<file path="src/rtl/core/ht_rfpc_pkg.sv">
package ht_rfpc_pkg;

  localparam int unsigned Subcarriers = 52;
  localparam int unsigned SymSamples  = 80;
  localparam int unsigned ServiceTail = 22;
  localparam int unsigned PreFixed    = 400;
  localparam int unsigned RecipShift  = 24;
  localparam int unsigned Recip3      = 43690;
  localparam int unsigned Recip3Shift = 17;

  typedef struct packed {
    logic [19:0] n2;
    logic [8:0]  base;
    logic [19:0] recip;
    logic [1:0]  shamt;
    logic        div3;
    logic        dbl;
    logic        zero;
    logic [10:0] cbps;
    logic [39:0] prod;
    logic [14:0] q;
    logic [14:0] sym;
  } lane_t;

  typedef struct packed {
    logic        bad;
    logic [2:0]  nss;
    logic [2:0]  bpsc;
    logic [1:0]  rate;
    logic [10:0] dbps;
    logic [10:0] pre;
  } hdr_t;

  typedef struct packed {
    logic [14:0] data_symbols;
    logic [20:0] data_coded_bits;
    logic [20:0] data_samples;
    logic [14:0] meta_symbols;
    logic [20:0] meta_coded_bits;
    logic [20:0] meta_samples;
    logic [10:0] preamble_samples;
    logic [2:0]  spatial_streams;
    logic [2:0]  bits_per_subcarrier;
    logic [1:0]  rate_code;
    logic [10:0] data_bits_per_symbol;
    logic        bad_mode;
  } out_t;

  function automatic logic [2:0] bpsc_lut(input logic [2:0] idx);
    logic [2:0] v;
    unique case (idx)
      3'd0: v = 3'd1;
      3'd1: v = 3'd2;
      3'd2: v = 3'd2;
      3'd3: v = 3'd4;
      3'd4: v = 3'd4;
      3'd5: v = 3'd6;
      3'd6: v = 3'd6;
      3'd7: v = 3'd6;
      default: v = 3'd1;
    endcase
    return v;
  endfunction

  function automatic logic [1:0] rate_lut(input logic [2:0] idx);
    logic [1:0] v;
    unique case (idx)
      3'd0: v = 2'd0;
      3'd1: v = 2'd0;
      3'd2: v = 2'd2;
      3'd3: v = 2'd0;
      3'd4: v = 2'd2;
      3'd5: v = 2'd1;
      3'd6: v = 2'd2;
      3'd7: v = 2'd3;
      default: v = 2'd0;
    endcase
    return v;
  endfunction

  function automatic logic [8:0] dbps_lut(input logic [2:0] idx);
    logic [8:0] v;
    unique case (idx)
      3'd0: v = 9'd26;
      3'd1: v = 9'd52;
      3'd2: v = 9'd78;
      3'd3: v = 9'd104;
      3'd4: v = 9'd156;
      3'd5: v = 9'd208;
      3'd6: v = 9'd234;
      3'd7: v = 9'd260;
      default: v = 9'd26;
    endcase
    return v;
  endfunction

  // Floor of 2^24 over the single-stream data bits per symbol.
  function automatic logic [19:0] recip_lut(input logic [2:0] idx);
    logic [19:0] v;
    unique case (idx)
      3'd0: v = 20'd645277;
      3'd1: v = 20'd322638;
      3'd2: v = 20'd215092;
      3'd3: v = 20'd161319;
      3'd4: v = 20'd107546;
      3'd5: v = 20'd80659;
      3'd6: v = 20'd71697;
      3'd7: v = 20'd64527;
      default: v = 20'd645277;
    endcase
    return v;
  endfunction

  function automatic logic [2:0] dltf_lut(input logic [1:0] idx);
    logic [2:0] v;
    unique case (idx)
      2'd0: v = 3'd1;
      2'd1: v = 3'd2;
      2'd2: v = 3'd4;
      2'd3: v = 3'd4;
      default: v = 3'd1;
    endcase
    return v;
  endfunction

  function automatic logic [2:0] eltf_lut(input logic [1:0] idx);
    logic [2:0] v;
    unique case (idx)
      2'd0: v = 3'd0;
      2'd1: v = 3'd1;
      2'd2: v = 3'd2;
      2'd3: v = 3'd4;
      default: v = 3'd0;
    endcase
    return v;
  endfunction

endpackage

</file>
<file path="src/rtl/core/ht_rx_frame_parameter_calc.sv">
// HT receive frame parameter calculator, 20 MHz, 52 data subcarriers.
// Input channel: one receive vector per transaction (data MCS, STBC mode,
// data length, extension streams, meta MCS, meta length) on valid_i, held
// off by stall_o. Output channel: one result per transaction on valid_o,
// held off by stall_i.
// Throughput is one transaction per cycle while the receiver does not
// stall; each symbol count is a pipelined ceiling divide, a reciprocal
// multiply with one correction followed by a divide by the stream
// factor, and the seven register stages set the latency.
// Each stage holds its own valid bit and loads whenever it is empty or the
// stage after it moves, so bubbles close up while the receiver stalls and
// the input is held off only once every stage is full. A stalled result
// stays unchanged on the outputs until it is taken.
// Reset clears all valid bits; no transaction is in flight afterwards.
// An MCS of 32 or above, STBC mode 3, or more than four space-time streams
// sets bad_mode_o and zeroes every other result field.
module ht_rx_frame_parameter_calc (
  input  logic        clk_i,
  input  logic        rst_ni,
  input  logic        valid_i,
  output logic        stall_o,
  input  logic [6:0]  data_mcs_i,
  input  logic [1:0]  stbc_mode_i,
  input  logic [15:0] data_length_i,
  input  logic [1:0]  ext_streams_i,
  input  logic [6:0]  meta_mcs_i,
  input  logic [15:0] meta_length_i,
  output logic        valid_o,
  input  logic        stall_i,
  output logic [14:0] data_symbols_o,
  output logic [20:0] data_coded_bits_o,
  output logic [20:0] data_samples_o,
  output logic [14:0] meta_symbols_o,
  output logic [20:0] meta_coded_bits_o,
  output logic [20:0] meta_samples_o,
  output logic [10:0] preamble_samples_o,
  output logic [2:0]  spatial_streams_o,
  output logic [2:0]  bits_per_subcarrier_o,
  output logic [1:0]  rate_code_o,
  output logic [10:0] data_bits_per_symbol_o,
  output logic        bad_mode_o
);

  localparam int unsigned NumStages  = 7;
  localparam int unsigned LaneStages = NumStages - 1;
  localparam int unsigned NumLanes   = 2;

  logic [NumStages-1:0] vld_q;
  logic [NumStages-1:0] en;

  ht_rfpc_pkg::lane_t ln_q [LaneStages][NumLanes];
  ht_rfpc_pkg::lane_t ln_d [LaneStages][NumLanes];
  ht_rfpc_pkg::hdr_t  hdr_q [LaneStages];
  ht_rfpc_pkg::hdr_t  hdr_d;
  ht_rfpc_pkg::out_t  out_q;
  ht_rfpc_pkg::out_t  out_d;

  always_comb begin
    en[NumStages-1] = !vld_q[NumStages-1] || !stall_i;
    for (int s = NumStages - 2; s >= 0; s--) begin
      en[s] = !vld_q[s] || en[s+1];
    end
  end

  assign stall_o = !en[0];
  assign valid_o = vld_q[NumStages-1];

  always_comb begin
    logic [6:0]  mcs;
    logic [15:0] len;
    logic [2:0]  nss;
    logic [2:0]  bpsc;
    logic [10:0] dbps;
    logic [11:0] den;
    logic [1:0]  sh;
    logic [2:0]  dnss;
    logic [3:0]  nsts;
    logic [3:0]  ltf;
    logic [14:0] q0;
    logic [23:0] r;
    logic [14:0] q1;
    logic [14:0] q3;
    logic [16:0] r3;
    logic [14:0] qc;
    logic [14:0] qd;

    for (int l = 0; l < NumLanes; l++) begin
      mcs  = (l == 0) ? data_mcs_i : meta_mcs_i;
      len  = (l == 0) ? data_length_i : meta_length_i;
      nss  = {1'b0, mcs[4:3]} + 3'd1;
      bpsc = ht_rfpc_pkg::bpsc_lut(mcs[2:0]);
      dbps = 11'(ht_rfpc_pkg::dbps_lut(mcs[2:0])) * 11'(nss);
      ln_d[0][l]       = '0;
      ln_d[0][l].dbl   = (l == 0) && (stbc_mode_i != 2'd0);
      ln_d[0][l].zero  = (len == 16'd0);
      ln_d[0][l].base  = ht_rfpc_pkg::dbps_lut(mcs[2:0]);
      ln_d[0][l].recip = ht_rfpc_pkg::recip_lut(mcs[2:0]);
      ln_d[0][l].cbps  = 11'(ht_rfpc_pkg::Subcarriers) * 11'(bpsc) * 11'(nss);
      den = ln_d[0][l].dbl ? {dbps, 1'b0} : {1'b0, dbps};
      ln_d[0][l].n2 = 20'({len, 3'b000}) + 20'(ht_rfpc_pkg::ServiceTail)
                    + 20'(den) - 20'd1;
      unique case (mcs[4:3])
        2'd0: begin
          sh = 2'd0;
          ln_d[0][l].div3 = 1'b0;
        end
        2'd1: begin
          sh = 2'd1;
          ln_d[0][l].div3 = 1'b0;
        end
        2'd2: begin
          sh = 2'd0;
          ln_d[0][l].div3 = 1'b1;
        end
        2'd3: begin
          sh = 2'd2;
          ln_d[0][l].div3 = 1'b0;
        end
        default: begin
          sh = 2'd0;
          ln_d[0][l].div3 = 1'b0;
        end
      endcase
      ln_d[0][l].shamt = sh + 2'(ln_d[0][l].dbl);

      ln_d[1][l] = ln_q[0][l];
      ln_d[1][l].prod = 40'(ln_q[0][l].n2) * 40'(ln_q[0][l].recip);

      q0 = ln_q[1][l].prod[ht_rfpc_pkg::RecipShift+14:ht_rfpc_pkg::RecipShift];
      ln_d[2][l] = ln_q[1][l];
      ln_d[2][l].q = q0;
      ln_d[2][l].prod = 40'(24'(q0) * 24'(ln_q[1][l].base));

      r  = 24'(ln_q[2][l].n2) - ln_q[2][l].prod[23:0];
      q1 = ln_q[2][l].q + 15'(r >= 24'(ln_q[2][l].base));
      ln_d[3][l] = ln_q[2][l];
      ln_d[3][l].q = q1 >> ln_q[2][l].shamt;

      ln_d[4][l] = ln_q[3][l];
      ln_d[4][l].prod = 40'(32'(ln_q[3][l].q) * 32'(ht_rfpc_pkg::Recip3));

      q3 = ln_q[4][l].prod[ht_rfpc_pkg::Recip3Shift+14:ht_rfpc_pkg::Recip3Shift];
      r3 = 17'(ln_q[4][l].q) - (17'({q3, 1'b0}) + 17'(q3));
      qc = q3 + 15'(r3 >= 17'd3);
      qd = ln_q[4][l].div3 ? qc : ln_q[4][l].q;
      ln_d[5][l] = ln_q[4][l];
      if (ln_q[4][l].zero) begin
        ln_d[5][l].sym = '0;
      end else if (ln_q[4][l].dbl) begin
        ln_d[5][l].sym = {qd[13:0], 1'b0};
      end else begin
        ln_d[5][l].sym = qd;
      end
    end

    dnss = {1'b0, data_mcs_i[4:3]} + 3'd1;
    nsts = 4'(dnss) + 4'(stbc_mode_i);
    ltf  = 4'(ht_rfpc_pkg::dltf_lut(2'(nsts - 4'd1)))
         + 4'(ht_rfpc_pkg::eltf_lut(ext_streams_i)) + 4'd1;
    hdr_d.bad  = (data_mcs_i[6:5] != 2'd0) || (meta_mcs_i[6:5] != 2'd0)
              || (stbc_mode_i == 2'd3) || (nsts > 4'd4);
    hdr_d.nss  = dnss;
    hdr_d.bpsc = ht_rfpc_pkg::bpsc_lut(data_mcs_i[2:0]);
    hdr_d.rate = ht_rfpc_pkg::rate_lut(data_mcs_i[2:0]);
    hdr_d.dbps = 11'(ht_rfpc_pkg::dbps_lut(data_mcs_i[2:0])) * 11'(dnss);
    hdr_d.pre  = 11'(ltf) * 11'(ht_rfpc_pkg::SymSamples) + 11'(ht_rfpc_pkg::PreFixed);
  end

  always_comb begin
    out_d = '0;
    if (hdr_q[LaneStages-1].bad) begin
      out_d.bad_mode = 1'b1;
    end else begin
      out_d.data_symbols    = ln_q[LaneStages-1][0].sym;
      out_d.data_coded_bits = 21'(26'(ln_q[LaneStages-1][0].sym)
                            * 26'(ln_q[LaneStages-1][0].cbps));
      out_d.data_samples    = 21'(22'(ln_q[LaneStages-1][0].sym)
                            * 22'(ht_rfpc_pkg::SymSamples));
      out_d.meta_symbols    = ln_q[LaneStages-1][1].sym;
      out_d.meta_coded_bits = 21'(26'(ln_q[LaneStages-1][1].sym)
                            * 26'(ln_q[LaneStages-1][1].cbps));
      out_d.meta_samples    = 21'(22'(ln_q[LaneStages-1][1].sym)
                            * 22'(ht_rfpc_pkg::SymSamples));
      out_d.preamble_samples     = hdr_q[LaneStages-1].pre;
      out_d.spatial_streams      = hdr_q[LaneStages-1].nss;
      out_d.bits_per_subcarrier  = hdr_q[LaneStages-1].bpsc;
      out_d.rate_code            = hdr_q[LaneStages-1].rate;
      out_d.data_bits_per_symbol = hdr_q[LaneStages-1].dbps;
    end
  end

  always_ff @(posedge clk_i or negedge rst_ni) begin
    if (!rst_ni) begin
      vld_q <= '0;
    end else begin
      if (en[0]) begin
        vld_q[0] <= valid_i;
      end
      for (int s = 1; s < NumStages; s++) begin
        if (en[s]) begin
          vld_q[s] <= vld_q[s-1];
        end
      end
    end
  end

  always_ff @(posedge clk_i) begin
    if (en[0]) begin
      hdr_q[0] <= hdr_d;
    end
    for (int s = 0; s < LaneStages; s++) begin
      if (en[s]) begin
        for (int l = 0; l < NumLanes; l++) begin
          ln_q[s][l] <= ln_d[s][l];
        end
      end
    end
    for (int s = 1; s < LaneStages; s++) begin
      if (en[s]) begin
        hdr_q[s] <= hdr_q[s-1];
      end
    end
    if (en[NumStages-1]) begin
      out_q <= out_d;
    end
  end

  assign data_symbols_o         = out_q.data_symbols;
  assign data_coded_bits_o      = out_q.data_coded_bits;
  assign data_samples_o         = out_q.data_samples;
  assign meta_symbols_o         = out_q.meta_symbols;
  assign meta_coded_bits_o      = out_q.meta_coded_bits;
  assign meta_samples_o         = out_q.meta_samples;
  assign preamble_samples_o     = out_q.preamble_samples;
  assign spatial_streams_o      = out_q.spatial_streams;
  assign bits_per_subcarrier_o  = out_q.bits_per_subcarrier;
  assign rate_code_o            = out_q.rate_code;
  assign data_bits_per_symbol_o = out_q.data_bits_per_symbol;
  assign bad_mode_o             = out_q.bad_mode;

  // The input is held off only while the first stage holds a transaction.
  a_stall_needs_full: assert property (@(posedge clk_i) disable iff (!rst_ni)
    stall_o |-> vld_q[0])
    else $error("stall_o raised with an empty first stage");

  a_accept_loads: assert property (@(posedge clk_i) disable iff (!rst_ni)
    (valid_i && !stall_o) |=> vld_q[0])
    else $error("accepted transaction did not enter the pipeline");

  a_bad_zeroes: assert property (@(posedge clk_i) disable iff (!rst_ni)
    (valid_o && bad_mode_o) |-> (data_symbols_o == '0 && meta_symbols_o == '0
      && preamble_samples_o == '0 && spatial_streams_o == '0))
    else $error("bad mode result carries nonzero fields");

  a_preamble_range: assert property (@(posedge clk_i) disable iff (!rst_ni)
    (valid_o && !bad_mode_o) |-> (preamble_samples_o >= 11'd560
      && preamble_samples_o <= 11'd1120))
    else $error("preamble sample count out of range");

endmodule
</file>
<file path="config.mk">
export PLATFORM = sky130hd
export DESIGN_NAME = ht_rx_frame_parameter_calc
export DESIGN_NICKNAME = d
export VERILOG_FILES = /design/src/rtl/core/ht_rfpc_pkg.sv /design/src/rtl/core/ht_rx_frame_parameter_calc.sv
export SDC_FILE = /design/constraint.sdc
export NUM_CORES = 2
export LEC_CHECK = 0
export BUFFER_PORTS_ARGS = -buffer_cell sky130_fd_sc_hd__buf_2
export CAP_MARGIN = 20
export CORE_UTILIZATION = 70
export CTS_BUF_LIST = sky130_fd_sc_hd__clkbuf_8
export DETAILED_ROUTE_END_ITERATION = 8
export PLACE_DENSITY = 0.93
export SYNTH_ARGS = -nofsm -noshare
export SYNTH_HDL_FRONTEND = slang
export SYNTH_SLANG_ARGS = --single-unit
</file>
<file path="constraint.sdc">
create_clock -name clk_i -period 19.16 [get_ports clk_i]
set_clock_uncertainty 0.1 [all_clocks]
set_input_delay 2.874 -clock clk_i [delete_from_list [all_inputs] [get_ports clk_i]]
set_output_delay 2.874 -clock clk_i [all_outputs]
set_load 0.005 [all_outputs]
</file>
Word level (Yosys, flattened, before mapping). Memory sizes are Yosys's and may differ from the RTL's. Index checks and enable logic that the tools add are counted. W data, S select, Z words.

Add/sub/neg operators: 24. Multiply operators: 18. Order comparisons: 5. Equality and inequality tests: 13. Shift-type cells: 2. Multiplexer cells: 26. Reduce and logical (&&, ||, !) cells: 33.

Operators by type and width (number): $mux W15 (6); $mul A20 B20 Y40 (2); $add A15 B1 Y15 (4); $mul A15 B15 Y30 const B (2); $ge A24 B9 Y1 (2); $mul A15 B9 Y24 (2); $sub A20 B24 Y24 (2); $mul A15 B11 Y21 (2); $add A19 B5 Y20 const B (2); $sub A20 B1 Y20 const B (2); $add A16 B15 Y17 (2); $ge A17 B2 Y1 const B (2); $mul A15 B3 Y17 const B (2); $sub A15 B17 Y17 (2); $mul A9 B3 Y11 (3); $logic_not A16 Y1 (2); $shr A15 B2 Y15 (2); $add A20 B11 Y20 (1); $add A20 B12 Y20 (1); $eq A2 B2 Y1 const B (9); $mul A7 B3 Y9 (2); $mul A4 B3 Y7 const A (2); $mux W1 (13); $mux W12 (1); other kinds (20) (51).

Register bits: 152. Bits in writable memories: 1806. Bits in read-only memories: 728. Input bits: 54. Output and inout bits: 147. Word-level logic and storage cells: 155. Memories: 13.

Memory list: ln_q (words 6, width 270, rd ports 6, clocked after Yosys merged registers in 0, wr ports 6, line ht_rx_frame_parameter_calc.sv:51) `ht_rfpc_pkg::lane_t ln_q [LaneStages][NumLanes];`; hdr_q (words 6, width 31, rd ports 6, clocked after Yosys merged registers in 0, wr ports 6, line ht_rx_frame_parameter_calc.sv:53) `ht_rfpc_pkg::hdr_t hdr_q [LaneStages];`; (name not given) (words 8, width 20, rd ports 1, clocked after Yosys merged registers in 0, wr ports 0, line ht_rfpc_pkg.sv:100) `unique case (idx)`; (name not given) (words 8, width 20, rd ports 1, clocked after Yosys merged registers in 0, wr ports 0, line ht_rfpc_pkg.sv:100); (name not given) (words 8, width 8, rd ports 1, clocked after Yosys merged registers in 0, wr ports 0, line ht_rfpc_pkg.sv:83) `unique case (idx)`; (name not given) (words 8, width 8, rd ports 1, clocked after Yosys merged registers in 0, wr ports 0, line ht_rfpc_pkg.sv:83); +7 memories.

Longest topological paths before layout.
Depth in word-level cells: 10. Mapped depth: 28. Depth with buffers taken out: 27.

Worst setup path before layout. Ideal clock, no wire load.

Kind: in2out. Start: in stall_i. End: out stall_o. Arrival: 7600 ps. Required time: 16186 ps. Slack: 8586 ps. Cell stages on the path: 4. Path buffers: 0. Cell sequence: and3_1 > and3_1 > nand4_1 > inv_1.

Cells in the longest elaborated chain, start to end: 9.

RTL lines: from (decl) (line ht_rx_frame_parameter_calc.sv:29) `input logic stall_i,`; $logic_not A1 Y1 (line ht_rx_frame_parameter_calc.sv:59) `en[NumStages-1] = !vld_q[NumStages-1] || !stall_i;`; $logic_or A1 B1 Y1 (line ht_rx_frame_parameter_calc.sv:59); $logic_or A1 B1 Y1 (6 in a row) (line ht_rx_frame_parameter_calc.sv:61) `en[s] = !vld_q[s] || en[s+1];`; $logic_not A1 Y1 (line ht_rx_frame_parameter_calc.sv:65) `assign stall_o = !en[0];`; to (decl) (line ht_rx_frame_parameter_calc.sv:21) `output logic stall_o,`.

No other way between the ends.

==> metrics.yaml <==
worst_setup_path_end_kind: "register"
clock_sinks: 841
clk_latency_ns: 0.83
cts_buffers: 134
ios: 201
grt_max_degree: 92
cts_hold_repair.buffers: 0
yosysSeqAreaShare: 0.305
hpwl_um: 145000
crit_top_cell: "fa_1"
layout-drive-gt1-share: 0.0578
htree_levels: 4
period_share: 0.448
wl_um: 190000
synth_area_sq_mm: 0.0826
avgSynthCellArea_sq_um: 10.9
cts_resized: 0
critPathLaunchType: "register"
synth_top_area_share: 0.303
status: "finished clean"
start_util: 0.708
critical_path.slowest_cell: "edfxtp_1"
synthTopCellsByArea: "edfxtp_1 (30%), fa_1 (26%), ha_1 (15%)"
setup_viol: 0
dr.pass1.iters: 8
grt_pass1_vias: 60300
fin_util: 0.751
period_minus_slack_ns: 8.58
synth-seq-cells: 841
ys_types: 82
overflow: 0
criticalPathCategory: "register to register"
fmax_mhz: 117
synth_largest_area_cell: "edfxtp_1"
tns_ns: 0
core_sq_mm: 0.117
synth-edff-count: 834
synth_cells: 7549
grt_pass1_wl_um: 309000
clkTransAtPathRegs_ns: 0.07
rows: 125
vias: 55100
final_common_cell: "inv_1"
drc_errors: 0
place.gp.congestion: 0.951
die-area_sq_mm: 0.119
cts_setup_buffers: 0
hold_violations: 0
cpPeakStageDelay_ns: 1.06
port_buffers: 183
slew_violations: 0
cts-root-buf: "clkbuf_8"
place_inst: 9099
synth_ff_type: "edfxtp_1"
rsz0062_at_grt: "no"
grt_use_total: 0.329
critPathMaxFanout: 20
die_height_um: 346
stdcell_count: 9344
die_w_um: 346
place_ws_ns: 10.53
arrival_ns: 9.05
wire_per_inst_um: 20.3
setup_slack_ns: 10.58
min_path_type: "register to register"
ys_warn_count: 0
antenna_found_initial: 13
max-slew-margin-rel: 0.235
worstMarginPinSlew_ns: 1.15
viasPerCell: 5.90
synthArstFlopShare: 0.00832
areaGrowthSynthToFinish_pct: 6.08
cp_data_required_time_ns: 19.63
tritoncts: "done"
drt_iter0_markers: 4290
clk_path_buf_depth: 3
ant_nets: 0
drv_cap: 0
final_cell_mix: "inv_1 (1,602), fa_1 (1,063), ha_1 (995)"
layout.nets: 9824
==> path summary, 6_finish.rpt <==
check,end,startpoint,cells past startpoint,slack (ns)
worst min register to register,ln_q[4][215],ln_q[3][215],0,0.26
worst max register to register,ln_q[1][203],ln_q[0][237],25,10.58
worst max-delay path,ln_q[1][203],ln_q[0][237],25,10.58
worst min-delay path,ln_q[4][215],ln_q[3][215],0,0.26
max in group asynchronous,vld_q[1],rst_ni,1,17.00
min in group asynchronous,vld_q[3],rst_ni,1,1.78
==> synth_stat cells, types with 46 or more instances <==
cell,number
xnor2_1,225
a21oi_1,232
nand3_1,68
xor2_1,90
inv_1,1567
nand2_1,588
clkbuf_1,161
a21o_1,78
nor2_1,259
edfxtp_1,834
nand2b_1,46
nor3_1,48
o21ai_0,110
o21bai_1,49
and2_1,604
nor2b_1,106
fa_1,1063
ha_1,995
==> registers in the layout, summed over array words and instances, names as in the netlist <==
| register | flops |
|---|---|
| bits_per_subcarrier_o | 3 |
| data_coded_bits_o | 19 |
| vld_q | 7 |
| bad_mode_o | 1 |
| meta_samples_o | 15 |
| meta_symbols_o | 15 |
| ln_q | 555 |
| spatial_streams_o | 3 |
| data_bits_per_symbol_o | 10 |
| data_symbols_o | 15 |
| preamble_samples_o | 7 |
| hdr_q | 155 |
| rate_code_o | 2 |
| meta_coded_bits_o | 19 |
| data_samples_o | 15 |
==> kinds of logic (layout without fill, tap and decap cells) <==
logic type / Yosys count / after routing / share of synthesized area
other: 1 / 22 / 0.0000454
adders and majority gates: 2058 / 2058 / 0.408
AOI/OAI and AO/OA: 696 / 696 / 0.0547
muxes: 47 / 47 / 0.00607
buffers and inverters: 1763 / 2013 / 0.0810
and+or+nand+nor: 1828 / 1828 / 0.111
xor gates and xnor gates: 315 / 315 / 0.0334
DFF: 841 / 841 / 0.305
==> area by class of cell <==
class                      instances  area [sq um]
clock buffer                     138          1900
multi-input combinational       4961         50800
timing repair buffer             204          1090
clock inverter                   101           816
inverter                        1570          5890
antenna                            5          12.5
tap                             1524          1910
fill                            7012         29000
sequential                       841         25200
==> metrics by stage <==
stage	area [sq um]	hold slack, ns
2_1_floorplan	82700	0.300
3_3_place_gp	84900	0.300
3_5_place_dp	84900	0.305
4_1_cts	87600	0.265
5_1_grt	87700	0.274
6_report	87700	0.261
==> worst max-delay path, delay by kind of cell (launching register included) <==
kind	cells	cell delay, ns
adders and majority gates	8	3.50
buffers and inverters	4	0.22
AOI/OAI and AO/OA	6	2.38
and+or+nand+nor	6	0.88
DFF	1	1.06
xor gates and xnor gates	1	0.17
==> metal layers <==
layer | up-vias | global-route usage | share of wire
met2 | 2818 | 0.558 | 0.49
li1 | 24500 | - | -
met1 | 27000 | 0.393 | 0.35
met5 | - | 0 | 0.00044
met4 | 12 | 0.172 | 0.057
met3 | 837 | 0.0744 | 0.096
Power is left out: the tool's default activity adds up to more than one toggle a clock period on the data nets, which glitch-free logic cannot reach.
